$ cat src/rtl/sliding_window_latency_stats_defines.svh
// assertion macros for the sliding window latency stats block
// used by the top level only; empty when SYNTHESIS is defined
`ifndef SLIDING_WINDOW_LATENCY_STATS_DEFINES_SVH
`define SLIDING_WINDOW_LATENCY_STATS_DEFINES_SVH

`ifndef SYNTHESIS
`define SWLS_ASSERT(lbl, clk, rst_n, prop, msg) \
	lbl: assert property (@(posedge clk) disable iff (!rst_n) prop) else $error(msg);
`define SWLS_NEVER(lbl, clk, rst_n, cond, msg) \
	lbl: assert property (@(posedge clk) disable iff (!rst_n) !(cond)) else $error(msg);
`else
`define SWLS_ASSERT(lbl, clk, rst_n, prop, msg)
`define SWLS_NEVER(lbl, clk, rst_n, cond, msg)
`endif

`endif

$ cat src/rtl/swls_pkg.sv
// shared constants and types for the sliding window latency stats block
// no dependencies
`default_nettype none

package swls_pkg;

	localparam int SAMPLE_W   = 20;
	localparam int PCT_W      = 7;
	localparam int WINDOW     = 64;
	localparam int AW         = $clog2(WINDOW);
	localparam int CW         = $clog2(WINDOW + 1);
	localparam int SW         = SAMPLE_W + AW;
	localparam int DVW        = (CW > PCT_W) ? CW : PCT_W;
	localparam int DW         = SW;
	localparam int DIVCW      = $clog2(DW + 1);
	localparam int NDIG       = SAMPLE_W / 2;
	localparam int DIGW       = $clog2(NDIG);
	localparam int S_TDATA_W  = ((SAMPLE_W + 7) / 8) * 8;
	localparam int M_TDATA_W  = ((3 * SAMPLE_W + 7) / 8) * 8;

	// x / 100 as (x * PCT_RECIP) >> RECIP_SH, exact for x up to (WINDOW-1)*100
	localparam int PW         = CW + PCT_W;
	localparam int RECIP_SH   = 19;
	localparam int RECIP_W    = 13;
	localparam int RMW        = PW + RECIP_W;

	localparam logic [PCT_W-1:0]   PCT_RESET = 7'd95;
	localparam logic [PCT_W-1:0]   PCT_FULL  = 7'd100;
	localparam logic [RECIP_W-1:0] PCT_RECIP = 13'd5243;

	typedef enum logic [2:0] {
		S_IDLE,
		S_RANK_DIV,
		S_PASS,
		S_MEAN_DIV,
		S_OUT
	} state_t;

endpackage

`default_nettype wire

$ cat src/rtl/sliding_window_latency_stats.sv
// sliding window latency stats: mean, percentile and max over the last samples
// depends on swls_pkg, swls_ram and sliding_window_latency_stats_defines.svh
//
//   channel   dir  handshake          payload
//   s_*       in   s_tvalid/s_tready  s_tdata[19:0] sample_us
//   m_*       out  m_tvalid/m_tready  m_tdata mean_us, percentile_us, max_us
//   cfg_*     in   cfg_we             cfg_wdata percentile
//
// a request runs ten radix-4 counting passes over the single read port of the ram, then the
// mean divide, before the next request is accepted
// the rank divide by 100 is a reciprocal multiply; the mean divide is a restoring
// divider, one quotient bit a cycle
// reset leaves the window ram as is; only positions below the fill count are ever read
// a result waits in the output register while the next request is taken
`default_nettype none
`include "sliding_window_latency_stats_defines.svh"

module sliding_window_latency_stats (
	input  wire logic                            clk,
	input  wire logic                            arst_n,
	input  wire logic                            s_tvalid,
	output logic                                 s_tready,
	input  wire logic [swls_pkg::S_TDATA_W-1:0]  s_tdata,   // sample_us
	output logic                                 m_tvalid,
	input  wire logic                            m_tready,
	output logic      [swls_pkg::M_TDATA_W-1:0]  m_tdata,   // mean_us, percentile_us, max_us
	input  wire logic                            cfg_we,
	input  wire logic [swls_pkg::PCT_W-1:0]      cfg_wdata  // percentile
);

	import swls_pkg::*;

	state_t state_q, state_d;

	logic [PCT_W-1:0]    pct_q;
	logic [AW-1:0]       wpos_q;
	logic [CW-1:0]       count_q;
	logic [AW-1:0]       rd_idx_q;
	logic                issue_q;
	logic                vld_s1;
	logic [SAMPLE_W-1:0] rdata;
	logic [AW-1:0]       rank_q;
	logic [DIGW-1:0]     dig_q;
	logic [SAMPLE_W-1:0] ans_q;
	logic [SW-1:0]       sum_q;
	logic [SAMPLE_W-1:0] max_q;
	logic [CW-1:0]       cnt_q [1:3];
	logic [DVW-1:0]      div_rem_q;
	logic [DW-1:0]       div_quo_q;
	logic [DVW-1:0]      div_den_q;
	logic [DIVCW-1:0]    div_cnt_q;
	logic                m_tvalid_q;
	logic [M_TDATA_W-1:0] m_tdata_q;

	logic                in_acc;
	logic                pass_end;
	logic                div_done;
	logic                out_load;
	logic [CW-1:0]       count_nx;
	logic [CW-1:0]       cm1;
	logic [PCT_W-1:0]    pct_c;
	logic [CW+PCT_W-1:0] prod;
	logic [RMW-1:0]      rank_mul;
	logic [SAMPLE_W-1:0] cand [1:3];
	logic [1:0]          sel;
	logic [SAMPLE_W-1:0] ans_nx;
	logic [CW-1:0]       rank_c;
	logic [DVW:0]        rem_sh;
	logic                ge;
	logic [DVW-1:0]      rem_nx;

	swls_ram #(
		.WIDTH(SAMPLE_W),
		.DEPTH(WINDOW)
	) u_window (
		.clk  (clk),
		.we   (in_acc),
		.waddr(wpos_q),
		.wdata(s_tdata[SAMPLE_W-1:0]),
		.raddr(rd_idx_q),
		.rdata(rdata)
	);

	assign s_tready = (state_q == S_IDLE);
	assign m_tvalid = m_tvalid_q;
	assign m_tdata  = m_tdata_q;

	always_comb begin
		in_acc   = s_tvalid && s_tready;
		pass_end = (state_q == S_PASS) && !issue_q && !vld_s1;
		div_done = (div_cnt_q == '0);
		out_load = (state_q == S_OUT) && (!m_tvalid_q || m_tready);
		count_nx = (count_q == CW'(WINDOW)) ? count_q : count_q + 1'b1;
		cm1      = count_nx - 1'b1;
		pct_c    = (pct_q > PCT_FULL) ? PCT_FULL : pct_q;
		prod     = (CW+PCT_W)'(cm1) * (CW+PCT_W)'(pct_c);
		rank_mul = RMW'(div_quo_q[PW-1:0]) * RMW'(PCT_RECIP);
		rank_c   = CW'(rank_q);
		for (int d = 1; d <= 3; d++) begin
			cand[d] = ans_q | (SAMPLE_W'(d) << {dig_q, 1'b0});
		end
		if (cnt_q[3] <= rank_c) begin
			sel = 2'd3;
		end else if (cnt_q[2] <= rank_c) begin
			sel = 2'd2;
		end else if (cnt_q[1] <= rank_c) begin
			sel = 2'd1;
		end else begin
			sel = 2'd0;
		end
		ans_nx = ans_q | (SAMPLE_W'(sel) << {dig_q, 1'b0});
		rem_sh = {div_rem_q, div_quo_q[DW-1]};
		ge     = (rem_sh >= {1'b0, div_den_q});
		rem_nx = ge ? DVW'(rem_sh - {1'b0, div_den_q}) : DVW'(rem_sh);
	end

	always_ff @(posedge clk or negedge arst_n) begin
		if (!arst_n) begin
			state_q <= S_IDLE;
		end else begin
			state_q <= state_d;
		end
	end

	always_comb begin
		state_d = state_q;
		case (state_q)
			S_IDLE: begin
				if (s_tvalid) state_d = S_RANK_DIV;
			end
			S_RANK_DIV: begin
				state_d = S_PASS;
			end
			S_PASS: begin
				if (pass_end && dig_q == '0) state_d = S_MEAN_DIV;
			end
			S_MEAN_DIV: begin
				if (div_done) state_d = S_OUT;
			end
			S_OUT: begin
				if (out_load) state_d = S_IDLE;
			end
			default: begin
				state_d = S_IDLE;
			end
		endcase
	end

	// control state
	always_ff @(posedge clk or negedge arst_n) begin
		if (!arst_n) begin
			pct_q      <= PCT_RESET;
			wpos_q     <= '0;
			count_q    <= '0;
			issue_q    <= 1'b0;
			vld_s1     <= 1'b0;
			div_cnt_q  <= '0;
			m_tvalid_q <= 1'b0;
			rd_idx_q   <= '0;
			dig_q      <= '0;
		end else begin
			if (cfg_we) pct_q <= cfg_wdata;
			vld_s1 <= issue_q;
			if (in_acc) begin
				wpos_q    <= wpos_q + 1'b1;
				count_q   <= count_nx;
			end
			if (state_q == S_MEAN_DIV && !div_done) begin
				div_cnt_q <= div_cnt_q - 1'b1;
			end
			if (state_q == S_RANK_DIV) begin
				issue_q  <= 1'b1;
				rd_idx_q <= '0;
				dig_q    <= DIGW'(NDIG - 1);
			end
			if (issue_q) begin
				if (CW'(rd_idx_q) + 1'b1 == count_q) begin
					issue_q <= 1'b0;
				end else begin
					rd_idx_q <= rd_idx_q + 1'b1;
				end
			end
			if (pass_end) begin
				if (dig_q == '0) begin
					div_cnt_q <= DIVCW'(DW);
				end else begin
					dig_q    <= dig_q - 1'b1;
					issue_q  <= 1'b1;
					rd_idx_q <= '0;
				end
			end
			if (out_load) begin
				m_tvalid_q <= 1'b1;
			end else if (m_tready) begin
				m_tvalid_q <= 1'b0;
			end
		end
	end

	// datapath
	always_ff @(posedge clk) begin
		if (in_acc) begin
			div_quo_q <= DW'(prod);
		end
		if (state_q == S_MEAN_DIV && !div_done) begin
			div_rem_q <= rem_nx;
			div_quo_q <= {div_quo_q[DW-2:0], ge};
		end
		if (state_q == S_RANK_DIV) begin
			rank_q <= rank_mul[RECIP_SH +: AW];
			ans_q  <= '0;
			sum_q  <= '0;
			max_q  <= '0;
			for (int d = 1; d <= 3; d++) cnt_q[d] <= '0;
		end
		if (vld_s1) begin
			for (int d = 1; d <= 3; d++) begin
				if (rdata < cand[d]) cnt_q[d] <= cnt_q[d] + 1'b1;
			end
			if (dig_q == DIGW'(NDIG - 1)) begin
				sum_q <= sum_q + SW'(rdata);
				if (rdata > max_q) max_q <= rdata;
			end
		end
		if (pass_end) begin
			ans_q <= ans_nx;
			for (int d = 1; d <= 3; d++) cnt_q[d] <= '0;
			if (dig_q == '0) begin
				div_rem_q <= '0;
				div_quo_q <= DW'(sum_q);
				div_den_q <= DVW'(count_q);
			end
		end
		if (out_load) begin
			m_tdata_q <= {{(M_TDATA_W - 3 * SAMPLE_W){1'b0}}, max_q, ans_q,
				div_quo_q[SAMPLE_W-1:0]};
		end
	end

	`SWLS_ASSERT(a_rd_in_fill, clk, arst_n, issue_q |-> (CW'(rd_idx_q) < count_q), "read beyond filled entries")
	`SWLS_NEVER(a_busy_empty, clk, arst_n, (state_q != S_IDLE) && (count_q == '0), "busy with empty window")
	`SWLS_ASSERT(a_rank_range, clk, arst_n, (state_q == S_PASS) |-> (CW'(rank_q) < count_q), "rank outside window")
	`SWLS_ASSERT(a_pct_le_max, clk, arst_n, (state_q == S_MEAN_DIV) |-> (ans_q <= max_q), "percentile above max")

endmodule

`default_nettype wire

$ cat src/rtl/swls_ram.sv
// generic simple dual port ram, one write port and one registered read port
// no dependencies
`default_nettype none

module swls_ram #(
	parameter int WIDTH = 8,
	parameter int DEPTH = 16
) (
	input  wire logic                     clk,
	input  wire logic                     we,
	input  wire logic [$clog2(DEPTH)-1:0] waddr,
	input  wire logic [WIDTH-1:0]         wdata,
	input  wire logic [$clog2(DEPTH)-1:0] raddr,
	output logic      [WIDTH-1:0]         rdata
);

	logic [WIDTH-1:0] mem [DEPTH];

	always_ff @(posedge clk) begin
		if (we) begin
			mem[waddr] <= wdata;
		end
		rdata <= mem[raddr];
	end

endmodule

`default_nettype wire

$ cat config.mk
export PLATFORM = sky130hd
export DESIGN_NAME = sliding_window_latency_stats
export DESIGN_NICKNAME = d
export VERILOG_FILES = /design/src/rtl/swls_pkg.sv /design/src/rtl/sliding_window_latency_stats.sv /design/src/rtl/swls_ram.sv
export VERILOG_INCLUDE_DIRS = /design/src /design/src/rtl
export SDC_FILE = /design/constraint.sdc
export NUM_CORES = 2
export LEC_CHECK = 0
export ABC_AREA = 0
export BUFFER_PORTS_ARGS = -buffer_cell sky130_fd_sc_hd__buf_2
export CORE_MARGIN = 3
export CORE_UTILIZATION = 60
export DETAILED_ROUTE_END_ITERATION = 16
export GPL_TIMING_DRIVEN = 0
export HOLD_SLACK_MARGIN = 0.05
export PLACE_DENSITY = 0.82
export SLEW_MARGIN = 20
export SYNTH_ARGS = -nofsm -noshare
export SYNTH_HDL_FRONTEND = slang
export SYNTH_SLANG_ARGS = --single-unit
$ cat constraint.sdc
create_clock -name clk -period 7.4 [get_ports clk]
set_clock_uncertainty 0.15 [all_clocks]
set_input_delay 1.11 -clock clk [delete_from_list [all_inputs] [get_ports clk]]
set_output_delay 1.11 -clock clk [all_outputs]
set_load 0.05 [all_outputs]
==> results.ini <==
[die]
fp.dieW_um = 340.1
pin_count = 102
core.rowCount = 121
die_h_um = 340.1
die_area_um2 = 115700
start_util_pct = 61.02
core_area_um2 = 109800

[global_route]
grt_pass1_vias = 40914
busiest_layer = met2
grt_use_met1_pct = 38.73
track_usage_pct = 30.93
grt.overflow.total = 0
met2_usage_pct = 50.18
antenna_found_initial = 14
grt_use_met3_pct = 7.613
grt_pass1_wl_um = 263800
grt_max_degree = 65

[drt]
via_count = 40974
ant_nets = 0
first_iter_violations = 5442
route.detailed.wl_per_inst_um = 28.96
drt_wl_total_um = 178300
viasPerCell = 6.655
first_pass_iters = 8
drc = 0

[power_and_ir_drop]
vdd_drop_max_mv = 0.9912
finalPower_mw = 38.01
internal_power_mw = 22.24
swShare_pct = 41.49
p_leak_nw = 26.52
p_clk_share_pct = 19.5
power_switching_mw = 15.77
p_seq_share_pct = 28.6
comb_power_share_pct = 51.9
p_per_area_nw_per_um2 = 507.0

[timing]
hold_viol_final = 0
period_needed_ps = 6924
drv_slew = 0
period_share_pct = 93.57
maxSlewHeadroom_pct = 14.64
tightestPinTransition_ps = 1277
finalSetupViolations = 0
max_freq_ghz = 0.1444
holdWs_ps = 230.6
setup_tns_ps = 0
fin_ws_ps = 475.8
rsz0062_at_grt = false

[critical_path]
r2r_end = div_quo_q[13]$_DFF_P_
critPathMaxFanout = 8
cpMostUsedCell = inv_1
reg2regPathDepth = 24
startpoint_type = register
max_stage_delay_ps = 540
reg2reg_slack_ps = 480
worstPathArrival_ps = 7440
worstSetupPathType = register to register
cp-end-kind = register
crit_chain = inv_1 -> ha_1 -> nand3_1 -> xnor2_4 -> inv_1 -> ha_1 -> xor2_2 -> or2_2 -> fa_1 -> fa_1 -> inv_1 -> fa_1 -> inv_1 -> fa_1 -> inv_1 -> ha_1 -> or2_2 -> a21oi_1 -> nor3_1 -> o31ai_1 -> nand2b_1 -> a21oi_1 -> xnor2_1 -> a221oi_1
cp.required_ps = 7920
cp_slowest_cell = fa_1
regToRegStartpoint = count_q[0]$_DFFE_PN0P_

[cts]
cts_tree = yes
cts_max_level = 4
clk_latency_ps = 760
clk_pin_slew_ps = 70
cts.sinks = 1534
cts_buffers = 149
root_buffer = clkbuf_16
clockBufferDepth = 3
hold_buffers = 0

[yosys]
synth-edff-count = 1394
synth-seq-cells = 1534
synth_most_common_cell = edfxtp_1
syn_area_um2 = 66980
yosysTopAreaCell = edfxtp_1
synth_warnings = 0
syn_avg_cell_area_um2 = 15.67
synth_common_cells = 1394 x edfxtp_1, 252 x a21oi_1, 246 x mux2i_1
ys_seq_area_share_pct = 67.00
ys.flop_type = edfxtp_1
netlist.area_leader.share_pct = 62.49
synth_cells = 4275
synthArstFlopShare_pct = 2.673
yosys-top-cells-area = edfxtp_1 62%, mux4_2 6.1%, ha_1 4.5%
ys_types = 65

[cells_and_area]
synthToLayoutAreaGrowth_pct = 11.93
fin_util_pct = 68.31
drive_above_1_share_pct = 15.48
stdcell_area_um2 = 74970
instances_no_fill = 6157
nets = 4917

[flow_run]
maxCapViolations = 0

[hold_path]
hp-class = input pin to asynchronous set/reset pin

[placement]
hpwl_um = 115600
pre_cts_ws_ps = -191.6
placed_cells = 5879
port_buffers = 92
dpl-instance-area_um2 = 70190
gp_congestion = 0.8974

[outcome]
status = completed

## power groups by stage
stage | sequential, mW | combinational [mW] | clock [mW]
2_1_floorplan | 10.8 | 13.8 | 0
3_3_place_gp | 11.0 | 18.7 | 0
3_5_place_dp | 11.0 | 19.4 | 0
4_1_cts | 10.9 | 19.7 | 7.42
5_1_grt | 10.9 | 21.9 | 7.77
6_report | 10.9 | 19.7 | 7.40
## worst max-delay path: cells and delay by family, from the launching register on
family / cells / cell delay [ps]
buffers and inverters: 5 / 510
xor gates and xnor gates: 3 / 770
adders and majority gates: 7 / 2890
AOI/OAI and AO/OA: 4 / 1000
and+or+nand+nor: 5 / 1050
DFF: 1 / 460
## sequential cells by signal (all words and copies together), names as in the netlist, 3 cells and up
name            flops
u_window.mem     1280
m_tdata            60
div_quo_q          26
sum_q              26
cnt_q              21
ans_q              20
max_q              20
u_window.rdata     20
count_q             7
div_den_q           7
div_rem_q           7
pct_q               7
rank_q              6
rd_idx_q            6
wpos_q              6
div_cnt_q           5
dig_q               4
state_q             3
## what timing repair did
action                     4_1_cts  5_1_grt
resized for setup                1        5
buffers inserted                 0        0
setup endpoints to repair        2        2
## cell usage in the layout, fill, tap and decap left out, drive strengths merged, types with 83 or more instances in the layout
| master | count |
|---|---|
| mux4 | 180 |
| clkbuf | 329 |
| a21oi | 253 |
| mux2i | 246 |
| dfxtp | 99 |
| mux2 | 103 |
| buf | 185 |
| fa | 88 |
| nand2 | 205 |
| ha | 239 |
| nor2 | 233 |
| o21ai | 176 |
| edfxtp | 1394 |
| nand3 | 83 |
| inv | 226 |
| o22ai | 86 |
## cell families after synthesis
family | synth area share (%)
AO/OA/AOI/OAI | 6.674
multiplexers | 11.46
adder cells (fa/ha/maj) | 7.095
AND/OR/NAND/NOR | 4.293
XOR/XNOR | 1.098
other | 0.005599
buffers and inverters | 2.378
flip-flops | 67.00
## worst max path at each step
stage / start / endpoint / cells past startpoint
after floorplan: count_q[3]$_DFFE_PN0P_ / div_quo_q[13]$_DFF_P_ / 24
after global placement: count_q[3]$_DFFE_PN0P_ / div_quo_q[13]$_DFF_P_ / 23
after detailed placement: count_q[3]$_DFFE_PN0P_ / div_quo_q[13]$_DFF_P_ / 23
after CTS: count_q[3]$_DFFE_PN0P_ / div_quo_q[13]$_DFF_P_ / 23
after global routing: count_q[3]$_DFFE_PN0P_ / div_quo_q[13]$_DFF_P_ / 23
final: count_q[0]$_DFFE_PN0P_ / div_quo_q[13]$_DFF_P_ / 24
## final cells by class
type                            instances  area (µm²)
Sequential cell                      1534       44880
Fill cell                            6842       34790
Multi-Input combinational cell       2330       20920
Clock buffer                          194        4013
Tap cell                             1476        1847
Timing Repair Buffer                  125        1002
Inverter                              219       822.0
Buffer                                195       773.2
Clock inverter                         79       705.7
Antenna cell                            5       12.51
## per-layer routing
metal	vias to the layer above	wire length (µm)
met4	18	11090
li1	17055	-
met3	659	19280
met5	-	113
met2	2865	85700
met1	20377	62100
Power figures use the tool's default switching activity.
